File: src/sfpc_pkg.sv
`timescale 1ns / 1ps
// ----------------------------------------------------------------------------
// Serial frame pattern checker package
// Shared widths, codes and the record that passes from classifier to counters.
// ----------------------------------------------------------------------------
package sfpc_pkg;

  // Frame format
  localparam int unsigned MAX_PAYLOAD_BYTES = 65536;
  localparam int unsigned LEN_W             = 17;
  localparam int unsigned IDX_W             = 31;
  localparam int unsigned BYTES_W           = 40;
  localparam int unsigned HEADER_END        = 5;
  localparam int unsigned FRAME_EXTRA       = 6;
  localparam logic [7:0]  START_BYTE        = 8'h02;
  localparam logic [7:0]  END_BYTE          = 8'h03;

  // Configuration register map (word index)
  localparam int unsigned ADDR_W = 4;
  localparam logic [1:0] REG_PAYLOAD_LENGTH = 2'd0;
  localparam logic [1:0] REG_FRAME_COUNT    = 2'd1;
  localparam logic [1:0] REG_PATTERN_MODE   = 2'd2;
  localparam logic [LEN_W-1:0] PAYLOAD_LENGTH_RESET = LEN_W'(1024);

  // Error codes, lowest code wins
  typedef enum logic [2:0] {
    ERR_NONE      = 3'd0,
    ERR_SIZE      = 3'd1,
    ERR_START_END = 3'd2,
    ERR_NUMBER    = 3'd3,
    ERR_PAYLOAD   = 3'd4
  } sfpc_err_e;

  // One closed frame as seen by the counter stage
  typedef struct packed {
    sfpc_err_e              kind;
    logic [IDX_W-1:0]       frame_index;
    logic [LEN_W-1:0]       frame_len;
    logic                   done;
  } sfpc_close_t;

endpackage

File: src/sfpc_if.sv
`timescale 1ns / 1ps
// ----------------------------------------------------------------------------
// Serial frame pattern checker channels
// Valid/ready channels for received bytes and for per-frame results.
// ----------------------------------------------------------------------------
interface sfpc_in_if;
  logic       valid;
  logic       ready;
  logic [7:0] rx_byte;
  logic       timeout;

  modport source (output valid, output rx_byte, output timeout, input ready);
  modport sink   (input valid, input rx_byte, input timeout, output ready);
endinterface


File: src/sfpc_front.sv
`timescale 1ns / 1ps
// ----------------------------------------------------------------------------
// Serial frame pattern checker front end
// Takes one byte per cycle while the close queue has room, tracks the frame position and closes frames.
// ----------------------------------------------------------------------------
module sfpc_front (
  input  logic                      clk_i,
  input  logic                      rst_ni,
  sfpc_in_if.sink                   rx_i,
  input  logic [sfpc_pkg::LEN_W-1:0] payload_length_i,
  input  logic [sfpc_pkg::IDX_W-1:0] frame_count_i,
  input  logic                      pattern_mode_i,
  input  logic                      queue_full_i,
  output logic                      close_valid_o,
  output sfpc_pkg::sfpc_close_t     close_o,
  output logic                      finished_o
);

  logic [sfpc_pkg::LEN_W-1:0] pos_q, pos_d;
  logic [31:0]                num_q, num_d;
  logic                       se_bad_q, se_bad_d;
  logic                       pl_bad_q, pl_bad_d;
  logic [sfpc_pkg::IDX_W-1:0] exp_idx_q, exp_idx_d;
  logic                       finished_q, finished_d;

  logic                       take;
  logic [sfpc_pkg::LEN_W-1:0] eff_len;
  logic [sfpc_pkg::LEN_W-1:0] end_pos;
  logic [7:0]                 pat_j;
  logic [7:0]                 pat_want;
  logic                       at_end;
  logic                       se_bad_fin;
  logic [sfpc_pkg::IDX_W-1:0] nxt_idx;
  sfpc_pkg::sfpc_err_e        kind;

  // Items are dropped on the floor once the run is finished
  assign rx_i.ready = !queue_full_i;
  assign take       = rx_i.valid && rx_i.ready && !finished_q;

  // Clamp the length and locate the end byte
  assign eff_len = (payload_length_i > sfpc_pkg::LEN_W'(sfpc_pkg::MAX_PAYLOAD_BYTES)) ?
                   sfpc_pkg::LEN_W'(sfpc_pkg::MAX_PAYLOAD_BYTES) : payload_length_i;
  assign end_pos = eff_len + sfpc_pkg::LEN_W'(sfpc_pkg::HEADER_END);
  assign at_end  = (pos_q >= end_pos);

  // Expected payload byte; descending is the bitwise inverse
  assign pat_j    = 8'(pos_q - sfpc_pkg::LEN_W'(sfpc_pkg::HEADER_END));
  assign pat_want = pattern_mode_i ? ~pat_j : pat_j;

  assign se_bad_fin = se_bad_q || (rx_i.rx_byte != sfpc_pkg::END_BYTE);
  assign nxt_idx    = exp_idx_q + sfpc_pkg::IDX_W'(1);

  // Error priority at frame close
  always_comb begin
    priority if (rx_i.timeout) begin
      kind = sfpc_pkg::ERR_SIZE;
    end else if (se_bad_fin) begin
      kind = sfpc_pkg::ERR_START_END;
    end else if (num_q != {1'b0, exp_idx_q}) begin
      kind = sfpc_pkg::ERR_NUMBER;
    end else if (pl_bad_q) begin
      kind = sfpc_pkg::ERR_PAYLOAD;
    end else begin
      kind = sfpc_pkg::ERR_NONE;
    end
  end

  // Frame state update
  always_comb begin
    pos_d         = pos_q;
    num_d         = num_q;
    se_bad_d      = se_bad_q;
    pl_bad_d      = pl_bad_q;
    exp_idx_d     = exp_idx_q;
    finished_d    = finished_q;
    close_valid_o = 1'b0;
    if (take) begin
      if (rx_i.timeout || at_end) begin
        close_valid_o = 1'b1;
        pos_d         = '0;
        num_d         = '0;
        se_bad_d      = 1'b0;
        pl_bad_d      = 1'b0;
        exp_idx_d     = nxt_idx;
        finished_d    = (nxt_idx >= frame_count_i) || (nxt_idx == '0);
      end else begin
        pos_d = pos_q + sfpc_pkg::LEN_W'(1);
        if (pos_q == '0) begin
          se_bad_d = se_bad_q || (rx_i.rx_byte != sfpc_pkg::START_BYTE);
        end else if (pos_q < sfpc_pkg::LEN_W'(sfpc_pkg::HEADER_END)) begin
          num_d = {rx_i.rx_byte, num_q[31:8]};
        end else begin
          pl_bad_d = pl_bad_q || (rx_i.rx_byte != pat_want);
        end
      end
    end
  end

  assign close_o.kind        = kind;
  assign close_o.frame_index = exp_idx_q;
  assign close_o.frame_len   = eff_len;
  assign close_o.done        = finished_d;
  assign finished_o          = finished_q;

  always_ff @(posedge clk_i or negedge rst_ni) begin
    if (!rst_ni) begin
      pos_q      <= '0;
      num_q      <= '0;
      se_bad_q   <= 1'b0;
      pl_bad_q   <= 1'b0;
      exp_idx_q  <= '0;
      finished_q <= 1'b0;
    end else begin
      pos_q      <= pos_d;
      num_q      <= num_d;
      se_bad_q   <= se_bad_d;
      pl_bad_q   <= pl_bad_d;
      exp_idx_q  <= exp_idx_d;
      finished_q <= finished_d;
    end
  end

endmodule

File: src/flat_wrapper.sv
// flat-port wrapper written by rule: the top's interface ports become plain ports
module sfpc_front_flat 
  (clk_i, rst_ni, payload_length_i, frame_count_i, pattern_mode_i, queue_full_i, close_valid_o, close_o, finished_o, rx_i_valid, rx_i_rx_byte, rx_i_timeout, rx_i_ready);
  sfpc_in_if rx_i_i ();
  input  logic clk_i;
  input  logic rst_ni;
  input  logic [sfpc_pkg::LEN_W-1:0] payload_length_i;
  input  logic [sfpc_pkg::IDX_W-1:0] frame_count_i;
  input  logic pattern_mode_i;
  input  logic queue_full_i;
  output logic close_valid_o;
  output sfpc_pkg::sfpc_close_t close_o;
  output logic finished_o;
  input wire logic [$bits(rx_i_i.valid)-1:0] rx_i_valid;
  input wire logic [$bits(rx_i_i.rx_byte)-1:0] rx_i_rx_byte;
  input wire logic [$bits(rx_i_i.timeout)-1:0] rx_i_timeout;
  output wire logic [$bits(rx_i_i.ready)-1:0] rx_i_ready;
  assign rx_i_i.valid = rx_i_valid;
  assign rx_i_i.rx_byte = rx_i_rx_byte;
  assign rx_i_i.timeout = rx_i_timeout;
  assign rx_i_ready = rx_i_i.ready;
  sfpc_front u_core (.clk_i(clk_i), .rst_ni(rst_ni), .rx_i(rx_i_i), .payload_length_i(payload_length_i), .frame_count_i(frame_count_i), .pattern_mode_i(pattern_mode_i), .queue_full_i(queue_full_i), .close_valid_o(close_valid_o), .close_o(close_o), .finished_o(finished_o));
endmodule
File: config.mk
export PLATFORM = sky130hd
export DESIGN_NAME = sfpc_front_flat
export DESIGN_NICKNAME = d
export VERILOG_FILES = /design/src/sfpc_pkg.sv /design/src/sfpc_if.sv /design/src/sfpc_front.sv /design/src/flat_wrapper.sv
export SDC_FILE = /design/constraint.sdc
export NUM_CORES = 1
export LEC_CHECK = 0
export BUFFER_PORTS_ARGS = -buffer_cell sky130_fd_sc_hd__buf_2
export CORE_MARGIN = 2
export CORE_UTILIZATION = 25
export DETAILED_ROUTE_END_ITERATION = 8
export GPL_TIMING_DRIVEN = 0
export MAX_ROUTING_LAYER = met4
export PLACE_DENSITY = 0.41
export SLEW_MARGIN = 20
export SYNTH_ARGS = -nofsm -noshare
export SYNTH_HDL_FRONTEND = slang
export SYNTH_SLANG_ARGS = --single-unit
File: constraint.sdc
create_clock -name clk_i -period 15.94 [get_ports clk_i]
set_input_delay 4.782 -clock clk_i [delete_from_list [all_inputs] [get_ports clk_i]]
set_output_delay 4.782 -clock clk_i [all_outputs]
set_load 0.02 [all_outputs]
==> run metrics <==
outcome=finished clean; Worst-Margin Slew=0.812 ns; maximum fanout along the worst path=10; post-synth cell types=60; top layer in use=met4; clock-pin slew on the worst setup and hold paths=0.06 ns; hold path depth=2; detailed-placement wirelength estimate=15800 um; final hold slack=0.519 ns; fin worst setup slack=0.559 ns; Post-Syn Instances=721; DRT iter0 DRCs=244; Inst Count DP=1172; Ant. Diodes=0; number of synthesized register bits=83; fin cells=1191; drt pass-1 iters=7; Final Core Density=0.307; # fillers=2733; routed wl met2=9770 um; CTS Buf Count=9; detailed-route DRC error count=0; worst slack at placement=-0.239 ns; max_cap viols=0; min cycle time layout=15.38 ns; CP Class=in -> out; period utilization=0.965; Min-Delay Path Class=reg -> reg; number of synthesized flops with an enable pin=0; die height=166 um; core area=0.0259 mm2; most frequent cells in the layout=126 x buf_2, 91 x xnor2_1, 83 x dfrtp_1, 53 x ha_1, 50 x nand2_1; most common cell after layout, fill and taps aside=buf_2; Mapped Area=0.00655 mm2; ys flop type=dfrtp_1; post-synthesis sequential area ratio=0.317; FP Rows=59; global-route total usage across every layer=0.148; WP data required=11.16 ns; H-tree levels=3; CTS sink count=83; DRT Wirelength=20000 um; CTS Buffer Depth=2; DIE AREA=0.0275 mm2; Max Freq=0.0650 GHz; critical path startpoint=payload_length_i[8]; yosys warns=0; Clk Latency, worst-skew pair=0.35 ns; initial antenna violation count=0; via count=5616; CP most frequent cell=nand2_1; LEAKAGE=3.93 nW; Worst Reg-to-Reg Cells=13; Mean Syn Cell Area=9.08 um2; Reg2Reg Setup Slack=11.67 ns; final clock skew=0.0153 ns; CP max stage cell=or4_1; asr flop ratio synth=1.00; FF-to-FF Start=u_core.exp_idx_q[5]; Max Slew Vio Count=0; Pwr Density=89.0 mW/mm2; GRT overflow=0; clock tree root driver cell=clkbuf_16; Horiz. Die Dim=166 um; vias in the first global route=5530; Net Count, Synth=836; fin nets=966; GPL Wtd Cong=0.778; Startpoint Class=input port; area growth from synthesis to layout=21.6%; CTS tree=yes; largest net degree at the start of global routing=52; first-pass GRT wire length=31300 um; slowest stage delay, CP=0.57 ns; VDD IR max=0.0525 mV; fraction of layout cells with a size suffix above 1=0.203; worst hold start=u_core.pl_bad_q; via density per instance=4.72; Final Hold Viols=0; DR WL/cell=16.8 um; Post-DRT Antenna Nets=0; Initial Util=0.253; Relative slew margins=0.454; final setup vio count=0; io pins=117; number of port buffers=115; M1 WL=9390 um; metal3 WL=665 um; unrepaired setup endpoints after global routing=false; crit path capture type=output port; WP data arrival=10.60 ns
timing repair:
item | in CTS | in global routing
gates resized for setup | 2 | 2
cloned | 0 | 0
hold endpoints to repair | 0 | 0
buffers inserted | 0 | 4
setup endpoints to repair | 2 | 2
hold buffers | 0 | 0
per-layer routing:
| layer | global-route usage | up-vias |
|---|---|---|
| li1 | - | 2811 |
| met5 | - | - |
| met3 | 0.0238 | 12 |
| met2 | 0.246 | 114 |
| met1 | 0.191 | 2679 |
| met4 | 0.0306 | 0 |
where the power goes:
part	internal (W)	switching (W)	leakage, nW
logic	0.0000899	0.000120	2.63
clock network	0.000158	0.0000901	0.163
registers	0.000227	0.0000247	1.13
worst max-delay path, delay by kind of cell:
family	cells	cell delay, ns
and+or+nand+nor	9	2.23
AOI/OAI and AO/OA	7	1.67
buffers and inverters	6	1.22
adders and majority gates	2	0.50
xor gates and xnor gates	1	0.17
worst paths after layout:
kind,end
max reg2reg,u_core.finished_o
max,close_o[0]
min reg2reg,u_core.pl_bad_q
max in group asynchronous,u_core.se_bad_q
min in group asynchronous,u_core.pos_q[2]
min,u_core.pl_bad_q
state kept, by name, indices dropped and copies added, names as in the netlist:
register           flops
u_core.exp_idx_q      31
u_core.finished_o      1
u_core.num_q          32
u_core.pl_bad_q        1
u_core.pos_q          17
u_core.se_bad_q        1
stage by stage:
stage	instance area [um2]	setup TNS (ns)	power, W
6_report	7970	0	0.000709
5_1_grt	7970	0	0.000752
4_1_cts	7930	0	0.000719
3_5_place_dp	7580	-0.268	0.000467
3_3_place_gp	7540	-0.373	0.000466
2_1_floorplan	6550	0	0.000392
synth_stat cells (3+ instances only):
cell	n	area (um2)
nand2_1	50	188
a21oi_1	21	105
nor4_1	16	100
a211oi_1	3	22.5
nand3_1	35	175
and4_1	6	52.6
buf_2	12	60.1
a221oi_1	3	26.3
nor3_1	14	70.1
nand2b_1	5	31.3
xor2_1	41	359
buf_4	8	60.1
nor3b_1	4	30.0
nand4_1	31	194
and3_1	10	62.6
buf_6	5	56.3
a211o_1	3	26.3
xnor2_1	91	797
nor2_1	37	139
a21o_1	18	135
inv_1	48	180
dfrtp_1	83	2080
and2_1	10	62.6
nor2b_1	9	56.3
or4_1	6	45.0
a22o_1	32	280
o21ai_0	9	45.0
ha_1	53	663
clkbuf_1	17	63.8
final cells by class:
| class | instances | area, um2 | area share |
|---|---|---|---|
| Sequential cell | 83 | 2080 | 0.261 |
| Timing Repair Buffer | 120 | 639 | 0.0803 |
| Tap cell | 335 | 419 | 0.0526 |
| Clock buffer | 12 | 246 | 0.0309 |
| Buffer | 43 | 245 | 0.0308 |
| Multi-Input combinational cell | 546 | 4060 | 0.509 |
| Inverter | 48 | 184 | 0.0231 |
| Clock inverter | 4 | 97.6 | 0.0123 |
logic make-up (layout without fill, tap and decap cells):
logic type | after synthesis | count (layout) | synth area share
simple gates | 251 | 251 | 0.213
compound gates | 109 | 109 | 0.125
mux | 1 | 1 | 0.00172
flops | 83 | 83 | 0.317
fa+ha+maj | 53 | 53 | 0.101
buf+inv | 92 | 227 | 0.0653
xor+xnor | 132 | 132 | 0.177
Note: power is estimated with default switching activity, not from simulation.
